File: config.mk
export PLATFORM = sky130hd
export DESIGN_NAME = grid_locator_to_aprs_position
export DESIGN_NICKNAME = d
export VERILOG_FILES = /design/src/design/gla_pkg.sv /design/src/design/grid_locator_to_aprs_position.sv /design/src/design/gla_accum.sv /design/src/design/gla_split.sv
export SDC_FILE = /design/constraint.sdc
export NUM_CORES = 2
export LEC_CHECK = 0
export BUFFER_PORTS_ARGS = -buffer_cell sky130_fd_sc_hd__buf_2
export CORE_MARGIN = 2
export CORE_UTILIZATION = 55
export DETAILED_ROUTE_END_ITERATION = 10
export PLACE_DENSITY = 0.79
export SKIP_LAST_GASP = 1
export SLEW_MARGIN = 20
export SYNTH_ARGS = -nofsm -noshare
export SYNTH_HDL_FRONTEND = slang
export SYNTH_SLANG_ARGS = --single-unit
File: constraint.sdc
create_clock -name clk_i -period 19.3 [get_ports clk_i]
set_input_delay 3.86 -clock clk_i [delete_from_list [all_inputs] [get_ports clk_i]]
set_output_delay 3.86 -clock clk_i [all_outputs]
set_load 0.005 [all_outputs]
File: src/design/gla_pkg.sv
// Shared constants and the level weight table for the grid locator to
// position converter. Used by gla_accum, gla_split and the top level.
// No dependencies.
package gla_pkg;

  localparam int unsigned LevelsDefault = 6;
  localparam int unsigned AccW          = 24;
  localparam int unsigned DegW          = 9;
  localparam int unsigned MinW          = 13;
  localparam int unsigned SplitStages   = 6;

  localparam logic [AccW-1:0] PosOffset = 24'd5184000;

  localparam logic [16:0] Recip225 = 17'd74566;
  localparam logic [10:0] Recip15  = 11'd1093;
  localparam logic [9:0]  Recip6   = 10'd683;

  localparam logic [7:0] CharLowA = 8'h61;
  localparam logic [7:0] CharLowX = 8'h78;
  localparam logic [7:0] CharUpA  = 8'h41;
  localparam logic [7:0] CharUpX  = 8'h58;
  localparam logic [7:0] CharZero = 8'h30;
  localparam logic [7:0] CharNine = 8'h39;
  localparam logic [7:0] CaseFold = 8'h20;

  function automatic logic [19:0] level_weight(input logic [3:0] lvl);
    logic [19:0] w;
    case (lvl)
      4'd0:    w = 20'd576000;
      4'd1:    w = 20'd57600;
      4'd2:    w = 20'd2400;
      4'd3:    w = 20'd240;
      4'd4:    w = 20'd10;
      4'd5:    w = 20'd1;
      default: w = 20'd0;
    endcase
    return w;
  endfunction

endpackage

File: src/design/grid_locator_to_aprs_position.sv
// Top level of the grid locator to position converter: stream ports,
// pipeline control and output packing. Depends on gla_pkg, gla_accum, gla_split.
//
//  channel  | dir | tdata fields (low bit up)                       | tlast
//  s_axis   | in  | char_code[7:0]                                  | last
//  m_axis   | out | lat_south, lat_degrees[7:0], lat_min_centi[12:0],| -
//           |     | lon_west, lon_degrees[8:0], lon_min_centi[12:0] |
//
// One character is taken every cycle while s_axis_tready_o is high; the result for
// the request that carries tlast passes the capture register and six split stages.
// Reset clears the pair state, the sums and the pipeline valid bits.
// A result not taken holds the whole pipeline and drops s_axis_tready_o.
module grid_locator_to_aprs_position #(
  parameter int unsigned Levels = gla_pkg::LevelsDefault
) (
  input  logic        clk_i,
  input  logic        rst_ni,
  input  logic        s_axis_tvalid_i,
  output logic        s_axis_tready_o,
  input  logic [7:0]  s_axis_tdata_i,   // char_code[7:0]
  input  logic        s_axis_tlast_i,
  output logic        m_axis_tvalid_o,
  input  logic        m_axis_tready_i,
  // lat_south[0], lat_degrees[8:1], lat_min_centi[21:9], lon_west[22],
  // lon_degrees[31:23], lon_min_centi[44:32], zero[47:45]
  output logic [47:0] m_axis_tdata_o
);

  localparam int unsigned Depth = gla_pkg::SplitStages + 1;

  logic                     en, accept;
  logic [Depth-1:0]         v_q;
  logic [gla_pkg::AccW-1:0] lat_next, lon_next;
  logic [gla_pkg::AccW-1:0] lat_cap_q, lon_cap_q;
  logic                     lat_neg, lon_neg;
  logic [gla_pkg::DegW-1:0] lat_deg, lon_deg;
  logic [gla_pkg::MinW-1:0] lat_minc, lon_minc;

  assign en              = !v_q[Depth-1] || m_axis_tready_i;
  assign accept          = s_axis_tvalid_i && en;
  assign s_axis_tready_o = en;
  assign m_axis_tvalid_o = v_q[Depth-1];

  gla_accum #(
    .Levels(Levels)
  ) u_accum (
    .clk_i      (clk_i),
    .rst_ni     (rst_ni),
    .accept_i   (accept),
    .char_i     (s_axis_tdata_i),
    .last_i     (s_axis_tlast_i),
    .lat_next_o (lat_next),
    .lon_next_o (lon_next)
  );

  always_ff @(posedge clk_i or negedge rst_ni) begin
    if (!rst_ni) begin
      v_q <= '0;
    end else if (en) begin
      v_q <= {v_q[Depth-2:0], accept && s_axis_tlast_i};
    end
  end

  always_ff @(posedge clk_i) begin
    if (en) begin
      lat_cap_q <= lat_next;
      lon_cap_q <= lon_next;
    end
  end

  gla_split u_lat (
    .clk_i  (clk_i),
    .en_i   (en),
    .acc_i  (lat_cap_q),
    .dbl_i  (1'b0),
    .neg_o  (lat_neg),
    .deg_o  (lat_deg),
    .minc_o (lat_minc)
  );

  gla_split u_lon (
    .clk_i  (clk_i),
    .en_i   (en),
    .acc_i  (lon_cap_q),
    .dbl_i  (1'b1),
    .neg_o  (lon_neg),
    .deg_o  (lon_deg),
    .minc_o (lon_minc)
  );

  assign m_axis_tdata_o = {3'b000, lon_minc, lon_deg, lon_neg,
                           lat_minc, lat_deg[7:0], lat_neg};

  a_ready_when_empty: assert property (@(posedge clk_i) disable iff (!rst_ni)
    !m_axis_tvalid_o |-> s_axis_tready_o)
    else $error("input stalled with no result pending");

  a_lat_min_range: assert property (@(posedge clk_i) disable iff (!rst_ni)
    m_axis_tvalid_o |-> (lat_minc < 13'd6000))
    else $error("latitude minutes out of range");

  a_lon_min_range: assert property (@(posedge clk_i) disable iff (!rst_ni)
    m_axis_tvalid_o |-> (lon_minc < 13'd6000))
    else $error("longitude minutes out of range");

  a_lat_deg_range: assert property (@(posedge clk_i) disable iff (!rst_ni)
    m_axis_tvalid_o |-> (lat_deg <= 9'd202))
    else $error("latitude degrees out of range");

endmodule

File: src/design/gla_accum.sv
// Character pairing and weighted accumulation of latitude and longitude.
// Depends on gla_pkg.
module gla_accum #(
  parameter int unsigned Levels = gla_pkg::LevelsDefault
) (
  input  logic                      clk_i,
  input  logic                      rst_ni,
  input  logic                      accept_i,
  input  logic [7:0]                char_i,
  input  logic                      last_i,
  output logic [gla_pkg::AccW-1:0]  lat_next_o,
  output logic [gla_pkg::AccW-1:0]  lon_next_o
);

  logic [gla_pkg::AccW-1:0] lat_acc_q, lat_acc_d;
  logic [gla_pkg::AccW-1:0] lon_acc_q, lon_acc_d;
  logic                     let_vld_q, let_vld_d;
  logic [4:0]               let_val_q, let_val_d;
  logic                     dig_vld_q, dig_vld_d;
  logic [3:0]               dig_val_q, dig_val_d;
  logic [2:0]               lpc_q, lpc_d;
  logic [2:0]               dpc_q, dpc_d;

  logic [7:0]  ch;
  logic        is_let, is_dig, pair_let, pair_dig, add_en;
  logic [4:0]  let_v;
  logic [3:0]  dig_v;
  logic [3:0]  lvl;
  logic [4:0]  x_op, y_op;
  logic [19:0] w;
  logic [24:0] lon_prod, lat_prod;

  always_comb begin
    ch = char_i;
    if (ch >= gla_pkg::CharLowA && ch <= gla_pkg::CharLowX) begin
      ch = ch - gla_pkg::CaseFold;
    end
    is_let   = (ch >= gla_pkg::CharUpA) && (ch <= gla_pkg::CharUpX);
    is_dig   = (ch >= gla_pkg::CharZero) && (ch <= gla_pkg::CharNine);
    let_v    = 5'(ch - gla_pkg::CharUpA);
    dig_v    = 4'(ch - gla_pkg::CharZero);
    pair_let = is_let && let_vld_q;
    pair_dig = is_dig && dig_vld_q;
    lvl      = pair_let ? {lpc_q, 1'b0} : {dpc_q, 1'b1};
    x_op     = pair_let ? let_val_q : {1'b0, dig_val_q};
    y_op     = pair_let ? let_v : {1'b0, dig_v};
    add_en   = (pair_let || pair_dig) && (lvl < 4'(Levels));
    w        = gla_pkg::level_weight(lvl);
    lon_prod = {5'd0, w} * {20'd0, x_op};
    lat_prod = {5'd0, w} * {20'd0, y_op};
  end

  assign lon_next_o = add_en ? lon_acc_q + lon_prod[gla_pkg::AccW-1:0] : lon_acc_q;
  assign lat_next_o = add_en ? lat_acc_q + lat_prod[gla_pkg::AccW-1:0] : lat_acc_q;

  always_comb begin
    lat_acc_d = lat_next_o;
    lon_acc_d = lon_next_o;
    let_vld_d = let_vld_q;
    let_val_d = let_val_q;
    dig_vld_d = dig_vld_q;
    dig_val_d = dig_val_q;
    lpc_d     = lpc_q;
    dpc_d     = dpc_q;
    if (is_let) begin
      dig_vld_d = 1'b0;
      if (let_vld_q) begin
        let_vld_d = 1'b0;
        if (lpc_q != 3'd7) begin
          lpc_d = lpc_q + 3'd1;
        end
      end else begin
        let_vld_d = 1'b1;
        let_val_d = let_v;
      end
    end else if (is_dig) begin
      let_vld_d = 1'b0;
      if (dig_vld_q) begin
        dig_vld_d = 1'b0;
        if (dpc_q != 3'd7) begin
          dpc_d = dpc_q + 3'd1;
        end
      end else begin
        dig_vld_d = 1'b1;
        dig_val_d = dig_v;
      end
    end else begin
      let_vld_d = 1'b0;
      dig_vld_d = 1'b0;
    end
    if (last_i) begin
      lat_acc_d = '0;
      lon_acc_d = '0;
      let_vld_d = 1'b0;
      dig_vld_d = 1'b0;
      lpc_d     = '0;
      dpc_d     = '0;
    end
  end

  always_ff @(posedge clk_i or negedge rst_ni) begin
    if (!rst_ni) begin
      lat_acc_q <= '0;
      lon_acc_q <= '0;
      let_vld_q <= 1'b0;
      let_val_q <= '0;
      dig_vld_q <= 1'b0;
      dig_val_q <= '0;
      lpc_q     <= '0;
      dpc_q     <= '0;
    end else if (accept_i) begin
      lat_acc_q <= lat_acc_d;
      lon_acc_q <= lon_acc_d;
      let_vld_q <= let_vld_d;
      let_val_q <= let_val_d;
      dig_vld_q <= dig_vld_d;
      dig_val_q <= dig_val_d;
      lpc_q     <= lpc_d;
      dpc_q     <= dpc_d;
    end
  end

endmodule

File: src/design/gla_split.sv
// Pipelined split of one accumulated sum into hemisphere, degrees and
// hundredths of minutes, using constant reciprocals. Depends on gla_pkg.
module gla_split (
  input  logic                      clk_i,
  input  logic                      en_i,
  input  logic [gla_pkg::AccW-1:0]  acc_i,
  input  logic                      dbl_i,
  output logic                      neg_o,
  output logic [gla_pkg::DegW-1:0]  deg_o,
  output logic [gla_pkg::MinW-1:0]  minc_o
);

  logic                     below;
  logic [gla_pkg::AccW-1:0] mag;
  logic [24:0]              a;

  logic        neg1_q, neg2_q, neg3_q, neg4_q, neg5_q, neg6_q;
  logic [16:0] t1_q, t2_q;
  logic [7:0]  l1_q, l2_q, l3_q;
  logic [8:0]  q2_q, d3_q, d4_q, d5_q, d6_q;
  logic [7:0]  r3_q;
  logic [9:0]  u4_q;
  logic [5:0]  low4_q, m4_q, m5_q, s5_q;
  logic [12:0] minc6_q;

  logic [33:0] prod2;
  logic [16:0] qm3, rem3;
  logic [15:0] f4;
  logic [20:0] prod4;
  logic [9:0]  mq5, um5, r5;
  logic [10:0] rs5;
  logic [6:0]  s7;
  logic [5:0]  s_c, m_c;
  logic [8:0]  d_c;
  logic [9:0]  y6;
  logic [19:0] prod6;
  logic [12:0] minc6;

  always_comb begin
    below = acc_i < gla_pkg::PosOffset;
    mag   = below ? gla_pkg::PosOffset - acc_i : acc_i - gla_pkg::PosOffset;
    a     = dbl_i ? {mag, 1'b0} : {1'b0, mag};
  end

  assign prod2 = {17'd0, t1_q} * {17'd0, gla_pkg::Recip225};
  assign qm3   = {8'd0, q2_q} * 17'd225;
  assign rem3  = t2_q - qm3;
  assign f4    = {r3_q, l3_q};
  assign prod4 = {11'd0, f4[15:6]} * {10'd0, gla_pkg::Recip15};

  always_comb begin
    mq5 = {4'd0, m4_q} * 10'd15;
    um5 = u4_q - mq5;
    r5  = {um5[3:0], low4_q};
    rs5 = {1'b0, r5} + 11'd8;
    s7  = rs5[10:4];
    s_c = s7[5:0];
    m_c = m4_q;
    d_c = d4_q;
    if (s7 == 7'd60) begin
      s_c = '0;
      m_c = m4_q + 6'd1;
    end
    if (m_c == 6'd60) begin
      m_c = '0;
      d_c = d4_q + 9'd1;
    end
  end

  always_comb begin
    y6    = {1'b0, s5_q, 3'b000} + {3'b000, s5_q, 1'b0} + 10'd3;
    prod6 = {10'd0, y6} * {10'd0, gla_pkg::Recip6};
    minc6 = {7'd0, m5_q} * 13'd100 + {6'd0, prod6[18:12]};
  end

  always_ff @(posedge clk_i) begin
    if (en_i) begin
      neg1_q  <= below && (mag != '0);
      t1_q    <= a[24:8];
      l1_q    <= a[7:0];
      neg2_q  <= neg1_q;
      q2_q    <= prod2[32:24];
      t2_q    <= t1_q;
      l2_q    <= l1_q;
      neg3_q  <= neg2_q;
      d3_q    <= q2_q;
      r3_q    <= rem3[7:0];
      l3_q    <= l2_q;
      neg4_q  <= neg3_q;
      d4_q    <= d3_q;
      u4_q    <= f4[15:6];
      low4_q  <= f4[5:0];
      m4_q    <= prod4[19:14];
      neg5_q  <= neg4_q;
      d5_q    <= d_c;
      m5_q    <= m_c;
      s5_q    <= s_c;
      neg6_q  <= neg5_q;
      d6_q    <= d5_q;
      minc6_q <= minc6;
    end
  end

  assign neg_o  = neg6_q;
  assign deg_o  = d6_q;
  assign minc_o = minc6_q;

endmodule
Word level (Yosys, flattened, before mapping)
Index checks and enable logic that the tools add are counted.

Magnitude comparators: 9. Mux-type cells: 31. Reduce and logical (&&, ||, !) cells: 26. Add/sub/neg operators: 27. Equal/unequal tests: 12. Multipliers: 14. Bitwise logic cells: 3.

Operators by type and width (count): 2-to-1 mux 24 bit (6); one-hot mux 20 bit (6 select lines) (1); adder 24 bit (2); < comparator 24 x 23 -> 1 bit, second input constant (2); multiplier 20 x 5 -> 24 bit (2); nonzero test 24 bit (2); subtractor 23 x 24 -> 24 bit, first input constant (2); subtractor 24 x 23 -> 24 bit, second input constant (2); multiplier 10 x 11 -> 20 bit, second input constant (2); multiplier 10 x 10 -> 19 bit, second input constant (2); multiplier 16 x 16 -> 32 bit, second input constant (1); multiplier 17 x 16 -> 32 bit, second input constant (1); 2-to-1 mux 3 bit (9); adder 13 x 7 -> 13 bit (2); adder 10 x 4 -> 11 bit, second input constant (2); multiplier 6 x 5 -> 11 bit, second input constant (2); adder 10 x 2 -> 10 bit, second input constant (2); adder 9 x 7 -> 10 bit (2); multiplier 9 x 8 -> 8 bit, second input constant (2); >= comparator 8 x 7 -> 1 bit, second input constant (2); <= comparator 8 x 7 -> 1 bit, second input constant (2); 2-to-1 mux 8 bit (2); subtractor 8 bit (2); == test 7 x 6 -> 1 bit, second input constant (2); other kinds (32) (66).

Register bits: 409. Bits of input ports: 13. Output and inout port bits: 50.

Depth between registers and ports, before layout
Depth after elaboration: 13. Gate-level depth with buffers: 33.

By module
A second synthesis with hierarchy kept.

Cell total of the unflattened synthesis: 3652. Area total of the unflattened synthesis: 38819.7 µm².

Modules (own cells, without submodules): gla_split at u_lat (times used 1, area an instance 13948.4 µm², cells an instance 1261); gla_split at u_lon (times used 1, area an instance 13818.3 µm², cells an instance 1233); gla_accum (times used 1, area an instance 9261.4 µm², cells an instance 1084); grid_locator_to_aprs_position (times used 1, area an instance 1791.7 µm², cells an instance 74).

Least setup slack after synthesis
No wires, ideal clock.

Path type: input -> output. Start point: input port m_axis_tready_i. End point: output port s_axis_tready_o. Path slack: 2.680 ns. Data required time: 15.440 ns. Path buffers: 1. Data arrival time: 12.760 ns. Cell stages on the path: 2. Path through: nand2b_1 clkbuf_1.

Cells in the longest elaborated chain, start to end: 1.

Ends and longest elaborated chain: start, declared (line grid_locator_to_aprs_position.sv:23) `input logic m_axis_tready_i,`; logical OR 1 bit (line grid_locator_to_aprs_position.sv:39) `assign en = !v_q[Depth-1] || m_axis_tready_i;`; end, declared (line grid_locator_to_aprs_position.sv:19) `output logic s_axis_tready_o,`.

No other way between the ends.

Worst setup path in the final report
Start point: input port s_axis_tdata_i[0]. End point: register lon_cap_q[16] (netlist bit) (data pin).

Cells in the longest elaborated chain, start to end: 12. Elaborated cells between the ends (all ways): 28. Those cells by class: 2 x add/sub; 1 x mul; 7 x order compare; 5 x eq/ne; 5 x mux; 8 x reduce/logical.

Ends and longest elaborated chain: start, declared (line grid_locator_to_aprs_position.sv:20) `input logic [7:0] s_axis_tdata_i,`; >= comparator 8 x 7 -> 1 bit / <= comparator 8 x 7 -> 1 bit (equally long branches) (line gla_accum.sv:35) `if (ch >= gla_pkg::CharLowA && ch <= gla_pkg::CharLowX) begin`; logical AND 1 bit (line gla_accum.sv:35); 2-to-1 mux 8 bit * (line gla_accum.sv:35); >= comparator 8 x 7 -> 1 bit / <= comparator 8 x 7 -> 1 bit (equally long branches) (line gla_accum.sv:38) `is_let = (ch >= gla_pkg::CharUpA) && (ch <= gla_pkg::CharUpX);`; logical AND 1 bit (line gla_accum.sv:38); logical AND 1 bit (line gla_accum.sv:42) `pair_let = is_let && let_vld_q;`; 2-to-1 mux 4 bit (line gla_accum.sv:44) `lvl = pair_let ? {lpc_q, 1'b0} : {dpc_q, 1'b1};`; == test 4 x 3 -> 1 bit (tied with other cells) (line gla_pkg.sv:28) `case (lvl)`; one-hot mux 20 bit (6 select lines) (line gla_pkg.sv:28); multiplier 20 x 5 -> 24 bit (line gla_accum.sv:49) `lon_prod = {5'd0, w} * {20'd0, x_op};`; adder 24 bit (line gla_accum.sv:53) `assign lon_next_o = add_en ? lon_acc_q + lon_prod[gla_pkg::AccW-1:0] : lon_acc_q;`; 2-to-1 mux 24 bit * (line gla_accum.sv:53); named net lon_next, one bit (line grid_locator_to_aprs_position.sv:33) `logic [gla_pkg::AccW-1:0] lat_next, lon_next;`; end signal, assigned (line grid_locator_to_aprs_position.sv:67) `lon_cap_q <= lon_next;`; end, declared (line grid_locator_to_aprs_position.sv:34) `logic [gla_pkg::AccW-1:0] lat_cap_q, lon_cap_q;`.

The timed path passes the listed nets; every way through them passes the cells marked *. A chain may end at the register's enable or synchronous reset.

==> summary.txt <==
Final Setup Violations = 0
HP Class = flip-flop to flip-flop
Die H = 262 um
Starting Density = 55.6%
total gr overflow = 0
Critical Path Sink Type = flip-flop
number of vias per cell = 5.48
depth of the most critical reg-to-reg path = 30
Worst Hold Depth = 0
Final Util = 59.8%
Setup WS post-layout = 8.12 ns
synthesized area per cell = 11.2 um2
Crit-path slowest cell = nor2_1
GP Congestion = 0.911
P&R area growth vs syn = 7.53%
layout cell share with drive strength beyond 1 = 5.03%
Routed WL = 68,100 um
count of final max-slew check failures = 0
cts hold-fix bufs = 0
Yosys warnings = 0
Residual DRC = 0
DIE WIDTH = 262 um
stages on the worst setup path = 28
WP data required = 19.63 ns
Async SR Flop Fraction = 18.6%
area of the multi-input gates = 23,100 um2
TritonRoute pass-1 iters = 5
pre-CTS WS = 7.67 ns
Port Buf Inserts = 59
Buf/Inv on CP = 6
crit path DAT = 11.50 ns
CTS clock-pin slew for the worst setup and hold paths = 0.06 ns
Final min period = 11.18 ns
GR Util All Layers = 20.8%
Vias = 23,300
sequential-to-total area share from yosys stat = 30.8%
final hold vios = 0
EDFF count, synth = 316
Routed Antenna Nets = 0
vias in the first global route = 24,300
Worst Skew = 0.0184 ns
Seq. cell area = 11,300 um2
nets@finish = 4,367
1st-iter DRT viols = 1,345
Max-Cap Viols = 0
total negative slack = 0 ns
relative slew slack = 30.6%
core footprint = 65,900 um2
full die area = 68,700 um2
prevailing post-synth register cell = edfxtp_1
Slew @ Worst Pin = 1.03 ns
kind of critical path = primary input to flip-flop
Mapped Area = 36,600 um2
CTS Buf Count = 45
unique cell type count in the Yosys netlist = 84
RSZ-0062 raised after global routing = no
clock root cell = clkbuf_16
Max H-tree Level = 2
hpwl dp = 53,500 um
Site Rows = 94
fin crit share = 57.9%
Setup Buffers After CTS = 0
critical path launch point type = primary input
num ports = 63
Fillers = 5,197
pin count of the biggest net entering global routing = 80
Avg WL per Cell = 16.0 um
Synth Register Bits = 388
Bufs on Longest Clock Path = 3
outcome = finished, final reports clean
Top cell by count, worst path = inv_1
Resize count post-CTS = 0
initial antenna violation count = 0
clk_lat worst skew = 0.58 ns
f_max = 89.5 MHz
first-pass GRT wire length = 116,000 um
Sink Count = 388
Cells after Synth = 3,277
CP max stage delay = 0.71 ns
CTS tree = done
CP delay by family, top = simple AND/OR/NAND/NOR gates
crit path max fanout = 12
==> per-layer routing <==
layer / up-vias / part of all wire [%] / track usage [%]
li1: 11400 / - / -
met1: 11300 / 44 / 26.6
met2: 430 / 49 / 37.1
met3: 116 / 4.0 / 2.34
met4: 0 / 2.6 / 6.04
met5: - / 0 / 0
==> through the flow <==
stage	instances	instance area [um2]	hold WS, ns
after global routing	4245	39400	0.392
after floorplan	3284	36700	0.400
after detailed placement	4162	37900	0.405
after CTS	4245	39400	0.393
after global placement	4162	37900	0.400
final	4246	39400	0.397
==> synth_stat cells, drive strengths merged (5+ instances only) <==
| master | instances | area (um2) |
|---|---|---|
| nor3b | 6 | 50.1 |
| nor2b | 11 | 68.8 |
| o21a | 31 | 233 |
| o21bai | 19 | 143 |
| fa | 265 | 5310 |
| dfrtp | 72 | 1800 |
| nand3 | 32 | 160 |
| mux2 | 48 | 541 |
| and2 | 23 | 144 |
| xor2 | 77 | 674 |
| nor4 | 10 | 62.6 |
| nor2 | 182 | 686 |
| clkbuf | 30 | 113 |
| nand2b | 12 | 75.1 |
| a21oi | 110 | 562 |
| o211ai | 6 | 45.0 |
| a21o | 34 | 255 |
| buf | 25 | 156 |
| or2 | 15 | 93.8 |
| and4 | 10 | 87.6 |
| nand4 | 19 | 119 |
| ha | 744 | 9310 |
| inv | 550 | 2060 |
| xnor2 | 176 | 1540 |
| o31ai | 14 | 105 |
| o21ai | 99 | 507 |
| o22ai | 5 | 31.3 |
| or3 | 13 | 81.3 |
| nand2 | 96 | 360 |
| o41ai | 6 | 52.6 |
| and3 | 20 | 125 |
| or4 | 11 | 86.3 |
| edfxtp | 316 | 9490 |
| a22o | 48 | 420 |
| mux2i | 7 | 70.1 |
| a31oi | 17 | 106 |
| nor3 | 41 | 231 |
| a211oi | 16 | 125 |
==> worst register-to-register path: cells and delay by family (launching register included) <==
kind / cells / cell delay (ns)
AOI/OAI and AO/OA: 14 / 2.98
adders and majority gates: 8 / 3.14
xor gates and xnor gates: 3 / 0.74
DFF: 1 / 0.44
and+or+nand+nor: 3 / 0.24
buffers and inverters: 2 / 0.10
==> final timing paths <==
path                              startpoint                     to  slack (ns)
setup / recovery           s_axis_tdata_i[0]          lon_cap_q[16]        8.12
max in group asynchronous             rst_ni   u_accum.lon_acc_q[4]       15.46
setup reg to reg               u_lat.s5_q[0]        u_lat.minc_o[9]       11.41
hold reg to reg                u_lon.l2_q[4]          u_lon.l3_q[4]        0.40
min in group asynchronous             rst_ni  u_accum.lat_acc_q[23]        3.32
hold / removal                 u_lon.l2_q[4]          u_lon.l3_q[4]        0.40
==> cells in the final DEF (no fill, tap or decap), types with 22 or more instances in the layout <==
cell / n
clkbuf_16: 46
a21o_1: 34
nand2_1: 95
ha_1: 744
inv_1: 550
o21ai_1: 22
nor2_1: 180
buf_2: 58
a21oi_1: 109
o21a_1: 31
nor3_1: 37
xor2_1: 77
a22o_1: 48
dfrtp_1: 72
nand3_1: 32
and2_1: 22
mux2_1: 35
o21ai_0: 74
edfxtp_1: 316
xnor2_1: 176
fa_1: 265
==> kinds of logic (layout without fill, tap and decap cells) <==
kind of cell / count (synthesis) / in the layout / share of synthesized area [%]
adders and majority gates: 1011 / 1011 / 39.9
muxes: 55 / 55 / 1.67
xor gates and xnor gates: 255 / 255 / 6.17
AOI/OAI and AO/OA: 449 / 449 / 8.15
and+or+nand+nor: 512 / 512 / 6.89
DFF: 388 / 388 / 30.8
other: 2 / 10 / 0.0205
buffers and inverters: 605 / 702 / 6.37
==> sequential cells by signal, indices dropped and copies added, names as in the netlist, 13 cells and up <==
name               count
lat_cap_q             24
lon_cap_q             24
u_accum.lat_acc_q     24
u_accum.lon_acc_q     24
u_lat.minc_o          13
u_lat.t1_q            16
u_lon.minc_o          13
u_lon.t1_q            17
==> area by class of cell <==
class / instances / area share [%]
clock inverters: 26 / 0.778
well taps: 864 / 2.74
inverters: 550 / 5.24
flip-flops and latches: 388 / 28.7
multi-input cells: 2291 / 58.6
clock buffers: 57 / 3.05
diodes: 1 / 0.00635
repair buffers: 69 / 0.956
Power is not shown: default switching activity piles up to over one toggle a cycle in this logic, so the estimate is an artifact.
